**src/multirotor_cascaded_pid_mixer_top_macros.svh**
```systemverilog
// ----------------------------------------------------------------------------
// Assertion macros for the multirotor cascaded PID mixer
// Each macro expands to one labeled concurrent assertion that is clocked on
// clk and held off while rst_n is low.
// ----------------------------------------------------------------------------
`ifndef MULTIROTOR_CASCADED_PID_MIXER_TOP_MACROS_SVH
`define MULTIROTOR_CASCADED_PID_MIXER_TOP_MACROS_SVH

// Same-cycle implication.
`define MCPM_ASSERT_IMP(name, ante, cons, msg) \
  name: assert property (@(posedge clk) disable iff (!rst_n) (ante) |-> (cons)) \
    else $error(msg);

// Next-cycle implication.
`define MCPM_ASSERT_NXT(name, ante, cons, msg) \
  name: assert property (@(posedge clk) disable iff (!rst_n) (ante) |=> (cons)) \
    else $error(msg);

`endif

```
**src/mcpm_pkg.sv**
```systemverilog
// ----------------------------------------------------------------------------
// mcpm_pkg
// Shared types, constants and helpers of the multirotor cascaded PID mixer.
// ----------------------------------------------------------------------------
`default_nettype none

package mcpm_pkg;

  typedef logic signed [33:0] opnd_t;
  typedef logic signed [63:0] acc_t;

  // Post-multiply scaling of the shared multiply-accumulate unit.
  typedef enum logic [3:0] {
    SH_0, SH_L23, SH_R4, SH_R8, SH_R16, SH_R28, SH_R34, SH_R36, SH_R37, SH_R38
  } shift_t;

  typedef struct packed {
    logic   en;
    logic   clr;
    opnd_t  a;
    opnd_t  b;
    shift_t sh;
  } mac_op_t;

  typedef enum logic [2:0] {
    REG_KP_POS, REG_KD_POS, REG_KI_POS, REG_KP_ATT, REG_KD_ATT, REG_KI_ATT, REG_VEHICLE
  } cfg_reg_t;

  localparam logic REQ_COEF = 1'b0;
  localparam logic REQ_STEP = 1'b1;

  localparam opnd_t ONE28     = 34'sd268435456;
  localparam opnd_t PI28      = 34'sd843314857;
  localparam opnd_t TWO_PI28  = 34'sd1686629713;
  localparam opnd_t HALF_PI28 = 34'sd421657428;
  localparam logic signed [16:0] PI12     = 17'sd12868;
  localparam logic signed [16:0] TWO_PI12 = 17'sd25736;
  localparam opnd_t HUNDREDTH = 34'sd167772;
  localparam opnd_t SCALE_256 = 34'sd256;
  localparam logic [15:0] SPEED_MAX = 16'd53632;
  localparam logic [59:0] SQRT_LIM  = 60'd2876498689;
  localparam acc_t  ROT_RND   = acc_t'(64'd1 << 39);

  // Reciprocals rounded up; exact floor division for operands below 2^31.
  localparam opnd_t RCP72 = opnd_t'(((64'd1 << 38) + 64'd71) / 64'd72);
  localparam opnd_t RCP42 = opnd_t'(((64'd1 << 37) + 64'd41) / 64'd42);
  localparam opnd_t RCP20 = opnd_t'(((64'd1 << 36) + 64'd19) / 64'd20);
  localparam opnd_t RCP6  = opnd_t'(((64'd1 << 34) + 64'd5) / 64'd6);

  function automatic logic [15:0] lane_u(input logic [47:0] w, input logic [1:0] k);
    case (k)
      2'd0:    return w[15:0];
      2'd1:    return w[31:16];
      default: return w[47:32];
    endcase
  endfunction

  function automatic logic signed [15:0] lane_s(input logic [47:0] w,
                                                input logic [1:0] k);
    return $signed(lane_u(w, k));
  endfunction

  function automatic logic signed [15:0] sat16(input logic signed [63:0] v);
    if (v > 64'sd32767) return 16'sh7fff;
    if (v < -64'sd32768) return 16'sh8000;
    return v[15:0];
  endfunction

  function automatic logic signed [31:0] sat32(input logic signed [63:0] v);
    if (v > 64'sd2147483647) return 32'sh7fffffff;
    if (v < -64'sd2147483648) return 32'sh80000000;
    return v[31:0];
  endfunction

  // Two correction steps cover the whole range of a yaw difference.
  function automatic logic signed [16:0] wrap_yaw(input logic signed [16:0] e);
    logic signed [16:0] t;
    t = e;
    if (t > PI12) t = t - TWO_PI12;
    else if (t < -PI12) t = t + TWO_PI12;
    if (t > PI12) t = t - TWO_PI12;
    else if (t < -PI12) t = t + TWO_PI12;
    return t;
  endfunction

endpackage

`default_nettype wire

```
**src/mcpm_mac.sv**
```systemverilog
// ----------------------------------------------------------------------------
// mcpm_mac
// Shared signed multiply-accumulate unit with a selectable product scaling.
// ----------------------------------------------------------------------------
`default_nettype none

module mcpm_mac (
  input  logic              clk,
  input  mcpm_pkg::mac_op_t op,
  output mcpm_pkg::acc_t    acc
);
  import mcpm_pkg::*;

  logic signed [67:0] prod;
  acc_t term;
  acc_t acc_r;

  assign prod = 68'(op.a) * 68'(op.b);

  always_comb begin
    case (op.sh)
      SH_0:    term = acc_t'(prod);
      SH_L23:  term = acc_t'(prod <<< 23);
      SH_R4:   term = acc_t'(prod >>> 4);
      SH_R8:   term = acc_t'(prod >>> 8);
      SH_R16:  term = acc_t'(prod >>> 16);
      SH_R28:  term = acc_t'(prod >>> 28);
      SH_R34:  term = acc_t'(prod >>> 34);
      SH_R36:  term = acc_t'(prod >>> 36);
      SH_R37:  term = acc_t'(prod >>> 37);
      SH_R38:  term = acc_t'(prod >>> 38);
      default: term = acc_t'(prod);
    endcase
  end

  always_ff @(posedge clk) begin
    if (op.en) begin
      acc_r <= (op.clr ? acc_t'(0) : acc_r) + term;
    end
  end

  assign acc = acc_r;

endmodule

`default_nettype wire

```
**config.mk**
```make
export PLATFORM = sky130hd
export DESIGN_NAME = mcpm_mac
export DESIGN_NICKNAME = d
export VERILOG_FILES = /design/src/multirotor_cascaded_pid_mixer_top_macros.svh /design/src/mcpm_pkg.sv /design/src/mcpm_mac.sv
export SDC_FILE = /design/constraint.sdc
export NUM_CORES = 2
export LEC_CHECK = 0
export ABC_AREA = 1
export BUFFER_PORTS_ARGS = -buffer_cell sky130_fd_sc_hd__buf_2
export CAP_MARGIN = 5
export CELL_PAD_IN_SITES_DETAIL_PLACEMENT = 1
export CELL_PAD_IN_SITES_GLOBAL_PLACEMENT = 1
export CORE_ASPECT_RATIO = 1.4
export CORE_MARGIN = 3
export CORE_UTILIZATION = 30
export CTS_BUF_LIST = sky130_fd_sc_hd__clkbuf_4 sky130_fd_sc_hd__clkbuf_8
export CTS_CLUSTER_SIZE = 24
export DETAILED_ROUTE_END_ITERATION = 6
export GPL_ROUTABILITY_DRIVEN = 0
export HOLD_SLACK_MARGIN = 0.02
export PLACE_DENSITY = 0.54
export SYNTH_ARGS = -nofsm -noshare
export SYNTH_HDL_FRONTEND = slang
export SYNTH_SLANG_ARGS = --single-unit
```
**constraint.sdc**
```tcl
create_clock -name clk -period 26.9 [get_ports clk]
set_input_delay 5.38 -clock clk [delete_from_list [all_inputs] [get_ports clk]]
set_output_delay 5.38 -clock clk [all_outputs]
set_load 0.03 [all_outputs]
```
==> results.py <==
metrics = {
    "outcome": {
        "status": "finished, final reports clean",
    },
    "flow_run": {
        "maxCapViolations": 0,
    },
    "global_route": {
        "grt_usage_pct": 23.4,
        "antenna_found_initial": 17,
        "grt_pass1_vias": 54507,
        "grt_overflow": 0,
        "grt_pass1_wl_mm": 335,
        "grt_max_degree": 80,
    },
    "setup_path": {
        "cp-start-kind": "primary input",
        "critPathSlowestCell": "fa_1",
        "slowest_delay_ns": 1.04,
        "crit_top_cell": "nand2_1",
        "required_ns": 27.02,
        "path_class": "in -> reg",
        "arrival_ns": 17.91,
        "crit_fanout": 34,
        "endpoint_kind": "flop",
    },
    "clock_network": {
        "cts_tree": "built",
        "cts_sinks": 64,
        "clk_latency_ns": 0.41,
        "h-tree-depth": 3,
        "cts_buffer_depth": 2,
        "cts_setup_buffers": 0,
        "clk_pin_slew_ns": 0.09,
        "cts_resized": 0,
        "cts_root_buf": "clkbuf_8",
        "numCtsBuffers": 9,
        "hold_buffers": 0,
    },
    "final_layout": {
        "finalNetCount": 9074,
        "n_fill_cell": 22665,
        "instances_no_fill": 9932,
        "area_delta_synth_final_pct": 5.85,
        "largest_reg_flops": 64,
        "register_area_um2": 1920,
        "drive_gt1_share_pct": 3.76,
        "multi_input_area_um2": 43100,
    },
    "floorplanning": {
        "ioPinCount": 139,
        "die_width_um": 367,
        "start_util_pct": 30.2,
        "dieArea_um2": 188000,
        "coreArea_um2": 181000,
        "die_h_um": 512,
        "num_rows": 185,
    },
    "route": {
        "drtIter0Drc": 2107,
        "drt_pass1_iterations": 5,
        "wl_per_cell_um": 21.8,
        "ant_nets": 0,
        "drc": 0,
        "viasPerCell": 4.73,
        "vias": 46990,
        "drt_wl_total_mm": 217,
    },
    "sta": {
        "slew_headroom_pct": 27.5,
        "fin_skew_ns": 0.0245,
        "worst_pin_slew_ns": 1.08,
        "rsz0062_at_grt": "false",
        "min_period_ns": 17.78,
        "drv_slew": 0,
        "finalHoldViolations": 0,
        "setup_viol": 0,
        "fmax_mhz": 56.2,
        "fin_crit_sh_pct": 66.1,
        "post-route-worst-setup-slack_ns": 9.12,
        "tns_ns": 0,
    },
    "yosys": {
        "seq_area_frac_synth_pct": 3.51,
        "synth_top_area_cell": "fa_1",
        "synth-seq-cells": 64,
        "synth-async-reset-ratio_pct": 0,
        "synth_area_per_cell_um2": 7.21,
        "synth_enable_flop_cells": 64,
        "syn_nets": 9184,
        "synth-main-ff-cell": "edfxtp_1",
        "synth.most_common_cell": "inv_1",
        "yosys-top-cells-area": "fa_1, inv_1, nand2_1",
        "syn_inst": 7600,
        "synth_commonest_cells": "inv_1, nand2_1, fa_1",
        "synthDistinctLibCells": 54,
        "yosysWarnings": 0,
        "yosys.area.top_type_share_pct": 45.4,
        "syn-cell-area_um2": 54800,
    },
    "placed_design": {
        "dp_hpwl_mm": 184,
        "dp_cells": 9910,
        "port_buffers": 138,
        "place_worst_setup_slack_ns": 8.74,
    },
    "hold_path": {
        "hp-class": "reg -> reg",
    },
}
==> metrics by stage <==
step / utilization (%) / instance area [um2] / hold slack, ns
global route: 32.0 / 58000 / 0.929
detailed placement: 31.9 / 57800 / 0.848
global placement: 31.9 / 57800 / 0.836
CTS: 32.0 / 58000 / 0.884
floorplan: - / 54800 / 0.884
finish: 32.0 / 58000 / 0.868
==> critical path: cells and delay by family <==
| family | cells | cell delay (ns) |
|---|---|---|
| buf+inv | 7 | 1.53 |
| fa+ha+maj | 10 | 5.76 |
| xor+xnor | 1 | 0.19 |
| simple gates | 15 | 3.14 |
| compound gates | 5 | 1.85 |
==> path summary, 6_finish.rpt <==
path | startpoint | end | slack [ns] | depth (start not counted)
max | op[6] | acc[50] | 9.12 | 38
min reg2reg | acc[0] | acc[0] | 0.87 | 3
max reg2reg | acc[15] | acc[60] | 23.06 | 12
min | acc[0] | acc[0] | 0.87 | 3
==> cell usage in the layout (no fill, tap or decap), types with 39 or more instances in the layout <==
cell / count
inv_1: 2288
nand2_1: 1999
fa_1: 1242
nor2_1: 448
nand3_1: 271
ha_1: 267
a21oi_1: 196
buf_2: 138
o21ai_0: 130
edfxtp_1: 64
buf_4: 63
xor2_1: 56
nand4_1: 39
==> final cells by class <==
type / instances / share of cell area (%)
diodes: 7 / 0.0302
clock buffers: 11 / 0.239
clock inverters: 4 / 0.0798
inverters: 2294 / 14.8
multi-input cells: 4920 / 74.2
flip-flops and latches: 64 / 3.31
well taps: 2431 / 5.24
repair buffers: 201 / 2.01
==> cell families after synthesis <==
logic type / after synthesis / synth area share [%]
buffers and inverters: 2616 / 17.9
XOR/XNOR: 76 / 1.21
adder cells (fa/ha/maj): 1509 / 51.5
AND/OR/NAND/NOR: 2884 / 21.3
AO/OA/AOI/OAI: 451 / 4.63
flip-flops: 64 / 3.51
==> per-layer routing <==
layer	global-route usage [%]	routed length, um	part of all wire [%]	vias up
li1	-	-	-	21331
met1	26.6	82600	38	24396
met5	0	84	0.039	-
met3	1.63	6340	2.9	346
met2	45.4	118000	54	903
met4	8.76	9700	4.5	14
Power is not shown: default switching activity piles up to over one toggle a cycle in this logic, so the estimate is an artifact.
