==> config.mk <==
export PLATFORM = sky130hd
export DESIGN_NAME = mcpm_isqrt
export DESIGN_NICKNAME = d
export VERILOG_FILES = /design/src/multirotor_cascaded_pid_mixer_top_macros.svh /design/src/mcpm_isqrt.sv
export SDC_FILE = /design/constraint.sdc
export NUM_CORES = 1
export LEC_CHECK = 0
export BUFFER_PORTS_ARGS = -buffer_cell sky130_fd_sc_hd__buf_4
export CAP_MARGIN = 25
export CELL_PAD_IN_SITES_DETAIL_PLACEMENT = 1
export CELL_PAD_IN_SITES_GLOBAL_PLACEMENT = 1
export CORE_MARGIN = 10
export CORE_UTILIZATION = 48
export CTS_BUF_LIST = sky130_fd_sc_hd__clkbuf_16
export CTS_CLUSTER_DIAMETER = 50
export DETAILED_ROUTE_END_ITERATION = 7
export GPL_ROUTABILITY_DRIVEN = 0
export PLACE_DENSITY_LB_ADDON = 0.1
export RECOVER_POWER = 50
export SLEW_MARGIN = 20
export SYNTH_ARGS = -nofsm -noshare
export SYNTH_HDL_FRONTEND = slang
export SYNTH_SLANG_ARGS = --single-unit
==> constraint.sdc <==
create_clock -name clk -period 8.12 [get_ports clk]
set_clock_uncertainty 0.2 [all_clocks]
set_input_delay 1.624 -clock clk [delete_from_list [all_inputs] [get_ports clk]]
set_output_delay 1.624 -clock clk [all_outputs]
set_load 0.03 [all_outputs]
==> src/multirotor_cascaded_pid_mixer_top_macros.svh <==
// ----------------------------------------------------------------------------
// Assertion macros for the multirotor cascaded PID mixer
// Each macro expands to one labeled concurrent assertion that is clocked on
// clk and held off while rst_n is low.
// ----------------------------------------------------------------------------
`ifndef MULTIROTOR_CASCADED_PID_MIXER_TOP_MACROS_SVH
`define MULTIROTOR_CASCADED_PID_MIXER_TOP_MACROS_SVH

// Same-cycle implication.
`define MCPM_ASSERT_IMP(name, ante, cons, msg) \
  name: assert property (@(posedge clk) disable iff (!rst_n) (ante) |-> (cons)) \
    else $error(msg);

// Next-cycle implication.
`define MCPM_ASSERT_NXT(name, ante, cons, msg) \
  name: assert property (@(posedge clk) disable iff (!rst_n) (ante) |=> (cons)) \
    else $error(msg);

`endif

==> src/mcpm_isqrt.sv <==
// ----------------------------------------------------------------------------
// mcpm_isqrt
// Integer square root of a 32-bit value, one result bit per cycle.
// ----------------------------------------------------------------------------
`default_nettype none

module mcpm_isqrt (
  input  logic        clk,
  input  logic        rst_n,
  input  logic        start,
  input  logic [31:0] radicand,
  output logic        done,
  output logic [15:0] root
);
  logic [31:0] rem_r, res_r, bit_r;
  logic [3:0]  cnt_r;
  logic        act_r, done_r;
  logic [31:0] trial;

  assign trial = res_r + bit_r;

  always_ff @(posedge clk) begin
    if (!rst_n) begin
      act_r  <= 1'b0;
      done_r <= 1'b0;
      cnt_r  <= '0;
    end else begin
      done_r <= 1'b0;
      if (start) begin
        rem_r <= radicand;
        res_r <= '0;
        bit_r <= 32'h4000_0000;
        cnt_r <= 4'd15;
        act_r <= 1'b1;
      end else if (act_r) begin
        if (rem_r >= trial) begin
          rem_r <= rem_r - trial;
          res_r <= (res_r >> 1) + bit_r;
        end else begin
          res_r <= res_r >> 1;
        end
        bit_r <= bit_r >> 2;
        cnt_r <= cnt_r - 4'd1;
        if (cnt_r == 4'd0) begin
          act_r  <= 1'b0;
          done_r <= 1'b1;
        end
      end
    end
  end

  assign done = done_r;
  assign root = res_r[15:0];

endmodule

`default_nettype wire
==> impl_results.md, run 1 <==
* Outcome: finished, violations left
* Failing checks: max-capacitance violations, max-slew violations
* Cells after DPL at 1,117
* H-tree levels at 3
* Sequential area share after synthesis at 0.324
* I/O Pins at 52
* Yosys reg bits at 86
* Initial Util at 0.490
* Final WL at 23.3 mm
* N_diodes at 0
* DRC viols at 0
* Core Region at between 15,000 and 20,000 µm²
* R2R setup slack at 1.72 ns
* GRT met3 Usage at 0.0311
* NumNets Final at 1,015
* CTS Hold Bufs at 0
* Min-Delay Path Depth at 2
* Final core area utilization at 0.531
* Ys Warns at 0
* Crit end category: register
* Post_cts resized at 0
* Most used DFF post-synth: edfxtp_1
* Commonest non-fill, non-tap cells in the layout: nand2_1, edfxtp_1, nor2_1
* Peak supply drop at approximately 100 µV
* Reg2reg start: res_r[8]
* Post-synthesis async set-or-reset flop share at 0
* Hold_sp: cnt_r[1]
* Unrepaired setup endpoints after global routing: no
* Cell Pwr Density at between 200 and 250 nW/µm²
* Area Growth Syn to Fin at 8.39%
* Post-route minimum period at 6.40 ns
* Final cell count without fillers at 1,133
* Clk buf depth at 2
* Hold Vio Cnt, Final at 0
* Synthesized area at 7790 µm²
* Die height at 147 µm
* Tot Pwr at around 2.0 mW
* Wire length per cell at about 21 µm
* Die ar. at 21,700 µm²
* Avg Synthesized Cell Area at just under 9 µm²
* FMAX at 0.156 GHz
* Max-Cap Viols at 3
* Initial antenna violation count at 0
* Fraction of layout cells with a size suffix above 1 at 0.0829
* Largest net degree at the start of global routing at 61
* GRT Total Usage at 0.213
* Root Buffer: clkbuf_16
* ANT nets after route at 0
* Die W at between 100 and 150 µm
* Critical Path Fanout Max at 19
* Total gr overflow at 0
* Mapped Cells at around 900
* CTS tree: built
* Max-slew violation count at 160
* Number of buffers created by CTS at 9
* Rel. slew slack at -0.898
* Crit start category: register
* Via count at ~7,000
* Clock Latency Late Sink at 0.36 ns
* Final period util at 0.788
* First-pass GRT wire length at 38.3 mm
* Setup TNS at 0 ns
* P_leak at 3.17 nW
* Worst Path Arrival at 6.32 ns
* Hold endpoint: cnt_r[1]
* Required @ worst endpoint at 8.04 ns
* Worst hold path class: reg2reg
* Setup Buffers After CTS at 0
* Post-DP HPWL at 17.5 mm
* Setup violations, final at 0
* R2R depth at 17
* Rows at 46
* Number of port buffers at between 50 and 60
* Tightest Pin Transition at 2.85 ns
* Synth cell types at 70
* Reg clk slew, reported paths at 0.07 ns
* Number of synthesized flops with an enable pin at 80
* Met2 Use GR at 0.370
* Met1 usage in global routing at 0.259
* CTS Sinks at 86
* Syn_nets at roughly 1,000
* Vias per cell at 6.19
* Commonest non-fill, non-tap cell in the layout: nand2_1
* FF-to-FF End: res_r[3]
* TritonRoute pass-1 iters at 5
* Initial drt markers at 376
* Most Crowded Layer GR: met2
* Vias in the first global route at 7,411
* CP Class: reg2reg
[logic make-up after synthesis]
family,after synthesis,synth area share
fa+ha+maj,68,0.110
mux,6,0.00835
simple gates,307,0.195
compound gates,286,0.242
buf+inv,79,0.0501
xor+xnor,63,0.0709
flops,86,0.324
[cells in the mapped netlist (all sizes together) (10+ instances only)]
| master | n | area share |
|---|---|---|
| inv | 30 | 0.014 |
| clkbuf | 24 | 0.012 |
| nand2 | 81 | 0.039 |
| a211oi | 24 | 0.024 |
| xor2 | 31 | 0.035 |
| a21oi | 70 | 0.045 |
| nand4 | 16 | 0.014 |
| nor3 | 18 | 0.012 |
| or3 | 13 | 0.010 |
| a21o | 17 | 0.016 |
| nor2 | 79 | 0.038 |
| edfxtp | 80 | 0.31 |
| o21bai | 10 | 0.0096 |
| buf | 25 | 0.024 |
| nor2b | 27 | 0.022 |
| xnor2 | 32 | 0.036 |
| and3 | 14 | 0.011 |
| o21ai | 69 | 0.044 |
| ha | 67 | 0.11 |
| nand3 | 21 | 0.013 |
| a31oi | 19 | 0.015 |
[power breakdown]
group / total (mW) / switching (mW) / internal, mW
Combinational: 0.928 / 0.579 / 0.349
Sequential: 0.611 / 0.0494 / 0.562
Clock: 0.414 / 0.189 / 0.225
[layout make-up]
| cell class | instances | area, µm² |
|---|---|---|
| Tap cell | 216 | 270 |
| Clock buffer | 10 | 250 |
| Timing Repair Buffer | 55 | 362 |
| Multi-Input combinational cell | 730 | 4890 |
| Fill cell | 1916 | 7440 |
| Clock inverter | 6 | 36.3 |
| Sequential cell | 86 | 2520 |
| Inverter | 30 | 114 |
[through the flow]
step                hold slack (ns)  setup slack (ns)  cell area (µm²)
CTS                           0.397              1.70             8510
detailed placement            0.366              1.73             8220
global placement              0.301              1.97             8200
global route                  0.434              1.24             8440
floorplan                     0.278              1.61             7790
finish                        0.389              1.72             8440
[sequential cells by signal, indices dropped and copies added (netlist names)]
register and cells:
rem_r 32, res_r 32, bit_r 16, cnt_r 4
act_r 1, done 1
[metal layers]
metal	share of wire	up-vias
met1	0.44	3431
met4	0.027	0
met2	0.50	138
met5	0	-
li1	-	3402
met3	0.035	44
[worst max-delay path: stages (launching register included)]
cell       delay (ns)
edfxtp_1         0.52
ha_1             0.41
and4_1           0.26
nand3_1          0.11
a31o_2           0.26
a211oi_1         0.28
o21ai_1          0.27
and3_1           0.25
a2111oi_0        0.49
ha_1             0.37
nand4_2          0.19
or4_4            0.56
or4_4            0.49
a21oi_2          0.16
a211o_1          0.68
buf_4            0.36
a21oi_1          0.09
a31o_2           0.21
[how the worst max path moves through the flow]
stage,end,from,slack [ns],depth (start not counted)
final,res_r[3],res_r[8],1.72,17
after global routing,res_r[6],res_r[8],1.24,17
after CTS,res_r[3],res_r[4],1.70,17
after detailed placement,res_r[3],res_r[4],1.73,17
after global placement,rem_r[29],res_r[4],1.97,16
after floorplan,rem_r[0],res_r[0],1.61,19
No activity file was read; power rests on OpenSTA's default activity.
==> run 2: changes to the inputs <==
==> constraint.sdc (replaced) <==
create_clock -name clk -period 6.7 [get_ports clk]
set_clock_uncertainty 0.2 [all_clocks]
set_input_delay 1.34 -clock clk [delete_from_list [all_inputs] [get_ports clk]]
set_output_delay 1.34 -clock clk [all_outputs]
set_load 0.03 [all_outputs]
==> run 2 against run 1 <==
The run still ends with max-capacitance violations, max-slew violations left. Sequential share of layout area is essentially flat. Sequential cell count is the same. First-iteration DRC count shrank 12%. Critical endpoint is now rem_r[27]. Clock power grew 28%. Total power grew 23%. Design area grew 0.12%. Critical path depth is the same. Largest cell class unchanged. Final cell count grew 0.18%. Wire length grew 0.58%. Non-clock buffer count grew 2. Global-route usage shrank 0.069 points.
==> impl_results.md, run 2 (synthesized netlist as in run 1, its figures left out) <==
* Outcome: finished, violations left
* Failing checks: max-capacitance violations, max-slew violations
* CTS Hold Bufs at 0
* Commonest non-fill, non-tap cells in the layout: nand2_1, edfxtp_1, nor2_1
* Worst Path Arrival at 5.95 ns
* Tightest Pin Transition at 2.48 ns
* Wire length per cell at roughly 21 µm
* Reg clk slew, reported paths at around 0.070 ns
* DRC viols at 0
* Die height at 147 µm
* H-tree levels at 3
* Final WL at 23.4 mm
* Number of port buffers at 51
* Vias per cell at 6.17
* Crit end category: register
* Max-Cap Viols at 3
* Setup violations, final at 0
* Vias in the first global route at between 7,000 and 8,000
* Core Region at about 16,000 µm²
* Final WS setup at ~0.55 ns
* Peak supply drop at 132 µV
* GRT Total Usage at 0.212
* Post-route minimum period at 6.15 ns
* Setup TNS at 0 ns
* Die W at 147 µm
* P_leak at between 3 and 4 nW
* TritonRoute pass-1 iters at 4
* Post-DP HPWL at 17.6 mm
* I/O Pins at 52
* Largest net degree at the start of global routing at 59
* Required @ worst endpoint at 6.50 ns
* Slowest-stage cell, CP: o21ai_0
* CP peak stage delay at 0.58 ns
* Commonest non-fill, non-tap cell in the layout: nand2_1
* Initial antenna violation count at 0
* NumNets Final at 1,017
* Crit-path most repeated cell: o21ai_0
* Post-place setup slack at 0.643 ns
* CTS tree: built
* Cell Pwr Density at around 280 nW/µm²
* Clk buf depth at 2
* Worst hold path class: reg2reg
* CTS Sinks at 86
* Area Growth Syn to Fin at 8.52%
* N_diodes at 0
* Setup Buffers After CTS at 0
* Final cell count without fillers at roughly 1,100
* ANT nets after route at 0
* Biggest regs: rem_r x32, res_r x32, bit_r x16
* Rows at 46
* Initial Util at 0.490
* Crit path max-delay family: compound AO/OA/AOI/OAI gates
* Unrepaired setup endpoints after global routing: no
* Clock Latency Late Sink at 0.36 ns
* FMAX at between 0.15 and 0.2 GHz
* Final core area utilization at 0.532
* Fraction of layout cells with a size suffix above 1 at 0.0838
* Root Buffer: clkbuf_16
* CP Class: reg2reg
* CP Cell Sequence: ha_1 > and2_1 > a21oi_1 > o21ai_0 > o21ai_0 > o311a_1 > o21ai_0 > xnor2_1 > ha_1 > nand4_2 > or4_4 > or4_4 > a21oi_2 > a211oi_2 > buf_4 > a21oi_4 > buf_4
* Via count at ~7,000
* First-pass GRT wire length at 37.9 mm
* Number of buffers created by CTS at 9
* Die ar. at 21,700 µm²
* Total gr overflow at 0
* Initial drt markers at 330
* Cells after DPL at around 1,100
* Final period util at 0.919
* Critical Path Fanout Max at 32
* Rel. slew slack at -0.651
* Max-slew violation count at 160
* Crit start category: register
* Post_cts resized at 0
* CP bufs+invs at 2
* Hold Vio Cnt, Final at 0
* R2R setup slack at 0.55 ns
[run 2: final timing paths]
kind	from	to	depth (start not counted)
min reg2reg	cnt_r[3]	act_r	2
min	cnt_r[3]	act_r	2
max reg2reg	res_r[4]	rem_r[27]	17
max	res_r[4]	rem_r[27]	17
[run 2: per-stage QoR]
| step | total power, mW | cell area (µm²) | hold WS (ns) |
|---|---|---|---|
| after floorplan | 1.58 | 7790 | 0.278 |
| after global placement | 1.81 | 8220 | 0.300 |
| after detailed placement | 1.86 | 8220 | 0.321 |
| after CTS | 2.41 | 8520 | 0.347 |
| after global routing | 2.56 | 8450 | 0.393 |
| final | 2.40 | 8450 | 0.336 |
[run 2: layout make-up]
cell class              count  area (µm²)
multi-input cells         730        4890
flip-flops and latches     86        2520
repair buffers             57         353
clock buffers              11         275
fillers                  1926        7430
well taps                 216         270
inverters                  30         114
clock inverters             5        30.0
[run 2: worst reg2reg max path, stage by stage, from the launching register on]
cell and delay (ns):
edfxtp_1 0.50, ha_1 0.37, and2_1 0.18, a21oi_1 0.35, o21ai_0 0.17, o21ai_0 0.58, o311a_1 0.35, o21ai_0 0.14
xnor2_1 0.14, ha_1 0.46, nand4_2 0.20, or4_4 0.57, or4_4 0.49, a21oi_2 0.16, a211oi_2 0.05, buf_4 0.23
a21oi_4 0.17, buf_4 0.45
[run 2: per-layer routing]
metal	vias to the layer above	global-route usage	wire [µm]
met5	-	0	0
met2	118	0.374	11800
met1	3439	0.253	10200
li1	3404	-	-
met4	0	0.0852	626
met3	47	0.0302	762
[run 2: where the power goes]
group          internal (mW)  switching, mW
registers              0.681         0.0609
logic                  0.423          0.702
clock network          0.296          0.234
==> run 3: changes to the inputs <==
--- a/config.mk
+++ b/config.mk
@@ -5,7 +5,7 @@
 export SDC_FILE = /design/constraint.sdc
 export NUM_CORES = 1
 export LEC_CHECK = 0
-export BUFFER_PORTS_ARGS = -buffer_cell sky130_fd_sc_hd__buf_4
+export BUFFER_PORTS_ARGS = -buffer_cell sky130_fd_sc_hd__buf_2
 export CAP_MARGIN = 25
 export CELL_PAD_IN_SITES_DETAIL_PLACEMENT = 1
 export CELL_PAD_IN_SITES_GLOBAL_PLACEMENT = 1
==> run 3 against run 2 <==
The run still ends with max-capacitance violations, max-slew violations left. Fmax increased by 0.97%. Sequential cell count unchanged. Highest routed layer unchanged. Global-route usage is essentially flat. Clock-buffer cell count up 1. Utilization fell by 0.39 points. Critical path depth up 1. Worst hold slack worse by 0.0019 ns. Sequential share of layout area up 0.22 points.
==> impl_results.md, run 3 (synthesized netlist as in run 1, its figures left out) <==
* Setup Buffers After CTS at 0
* Crit. Startpoint: res_r[4]
* Tightest Pin Transition at between 2 and 3 ns
* FMAX at between 0.15 and 0.2 GHz
* Reg2reg start: res_r[4]
* First-pass GRT wire length at 38.2 mm
* Setup TNS at 0 ns
* Core Region at 15,900 µm²
* Crit end category: register
* Failing checks: max-capacitance violations, max-slew violations
* Number of buffers created by CTS at 9
* Commonest non-fill, non-tap cell in the layout: nand2_1
* Die W at 147 µm
* Critical Path Fanout Max at 24
* Largest net degree at the start of global routing at 59
* NumNets Final at 1,017
* Tot Pwr at 2.40 mW
* Final WS setup at 0.605 ns
* Biggest regs: rem_r x32, res_r x32, bit_r x16
* TritonRoute pass-1 iters at 5
* Max-Cap Viols at 3
* CTS Hold Bufs at 0
* Clk buf depth at 2
* CP peak stage delay at 0.55 ns
* Total gr overflow at 0
* CP bufs+invs at 2
* P_leak at 3.18 nW
* Via count at 7,007
* Initial antenna violation count at 0
* I/O Pins at 52
* Wire length per cell at about 20 µm
* CP Cell Sequence: ha_1 > and2_1 > a21oi_1 > o21ai_0 > o21ai_0 > o311a_1 > o21ai_0 > xnor2_1 > ha_1 > nand4_2 > or4_4 > or4_4 > a21oi_2 > a211o_1 > buf_4 > buf_4 > mux2i_1 > nor2_1
* Worst Path Arrival at between 5 and 6 ns
* Number of port buffers at 51
* Final core area utilization at 0.528
* Vias in the first global route at 7,465
* Met2 Use GR at 0.370
* Crit start category: register
* Worst hold path class: reg2reg
* Vias per cell at just over 6
* Reg clk slew, reported paths at 0.07 ns
* Required @ worst endpoint at 6.52 ns
* Root Buffer: clkbuf_16
* Final period util at 0.910
* Post-DP HPWL at around 18 mm
* Unrepaired setup endpoints after global routing: no
* Max-slew violation count at 160
* Die height at 147 µm
* Fraction of layout cells with a size suffix above 1 at 0.0838
* GRT Total Usage at 0.212
* Crit-path most repeated cell: o21ai_0
* Slowest-stage cell, CP: or4_4
* Die ar. at 21,700 µm²
* Initial Util at 0.490
* Crit path max-delay family: compound AO/OA/AOI/OAI gates
* Commonest non-fill, non-tap cells in the layout: nand2_1, edfxtp_1, nor2_1
* Area Growth Syn to Fin at 7.71%
* Setup violations, final at 0
* Hold_ws at 0.334 ns
* Most Crowded Layer GR: met2
* ANT nets after route at 0
* Peak supply drop at 133 µV
* Cell Pwr Density at 286 nW/µm²
* Post_cts resized at 0
* Hold Vio Cnt, Final at 0
* Final WL at 23.2 mm
* Rel. slew slack at -0.678
* Post-route minimum period at a little over 6 ns
* CP Class: reg2reg
* GRT met3 Usage at 0.0293
* CTS tree: built
* CTS Sinks at 86
* Clock Latency Late Sink at 0.35 ns
* Outcome: finished, violations left
* N_diodes at 0
* Rows at 46
* H-tree levels at 3
* Initial drt markers at 344
* Met1 usage in global routing at 0.262
* DRC viols at 0
* Hold_sp: cnt_r[3]
* Post-place setup slack at 0.695 ns
-- run 3: cell types whose count changed in the layout (fill, tap and decap cells not counted), sizes merged --
cell	delta
buf	+1
inv	+2
clkinv	-2
clkinvlp	-1
-- run 3: final cells by class --
class | instances | area, µm²
Timing Repair Buffer | 57 | 274
Clock inverter | 4 | 22.5
Sequential cell | 86 | 2520
Fill cell | 1918 | 7500
Clock buffer | 12 | 300
Inverter | 30 | 113
Multi-Input combinational cell | 730 | 4890
Tap cell | 216 | 270
-- run 3: layer usage --
metal  share of wire  wire length (µm)
met5               0                 0
met4           0.024               567
met3           0.039               897
met2            0.50             11500
met1            0.44             10200
-- run 3: stage by stage --
step                cells  area [µm²]
floorplan             895        7790
global placement     1119        8090
detailed placement   1119        8090
CTS                  1135        8420
global route         1135        8390
finish               1135        8390
-- run 3: where the power goes --
group | leakage (nW) | switching [mW] | internal (mW) | total, mW
registers | 0.819 | 0.0605 | 0.681 | 0.741
logic | 2.19 | 0.697 | 0.417 | 1.11
clock network | 0.168 | 0.226 | 0.319 | 0.545
-- run 3: worst min-delay path: stages (launching register included) --
cell and delay, ns:
dfxtp_1 0.35, nor4b_1 0.07, nor2_1 0.08
-- run 3: path summary, 6_finish.rpt --
path,slack (ns),to,depth (start not counted)
worst max register to register,0.61,res_r[0],18
worst max-delay path,0.61,res_r[0],18
worst min-delay path,0.33,act_r,2
worst min register to register,0.33,act_r,2
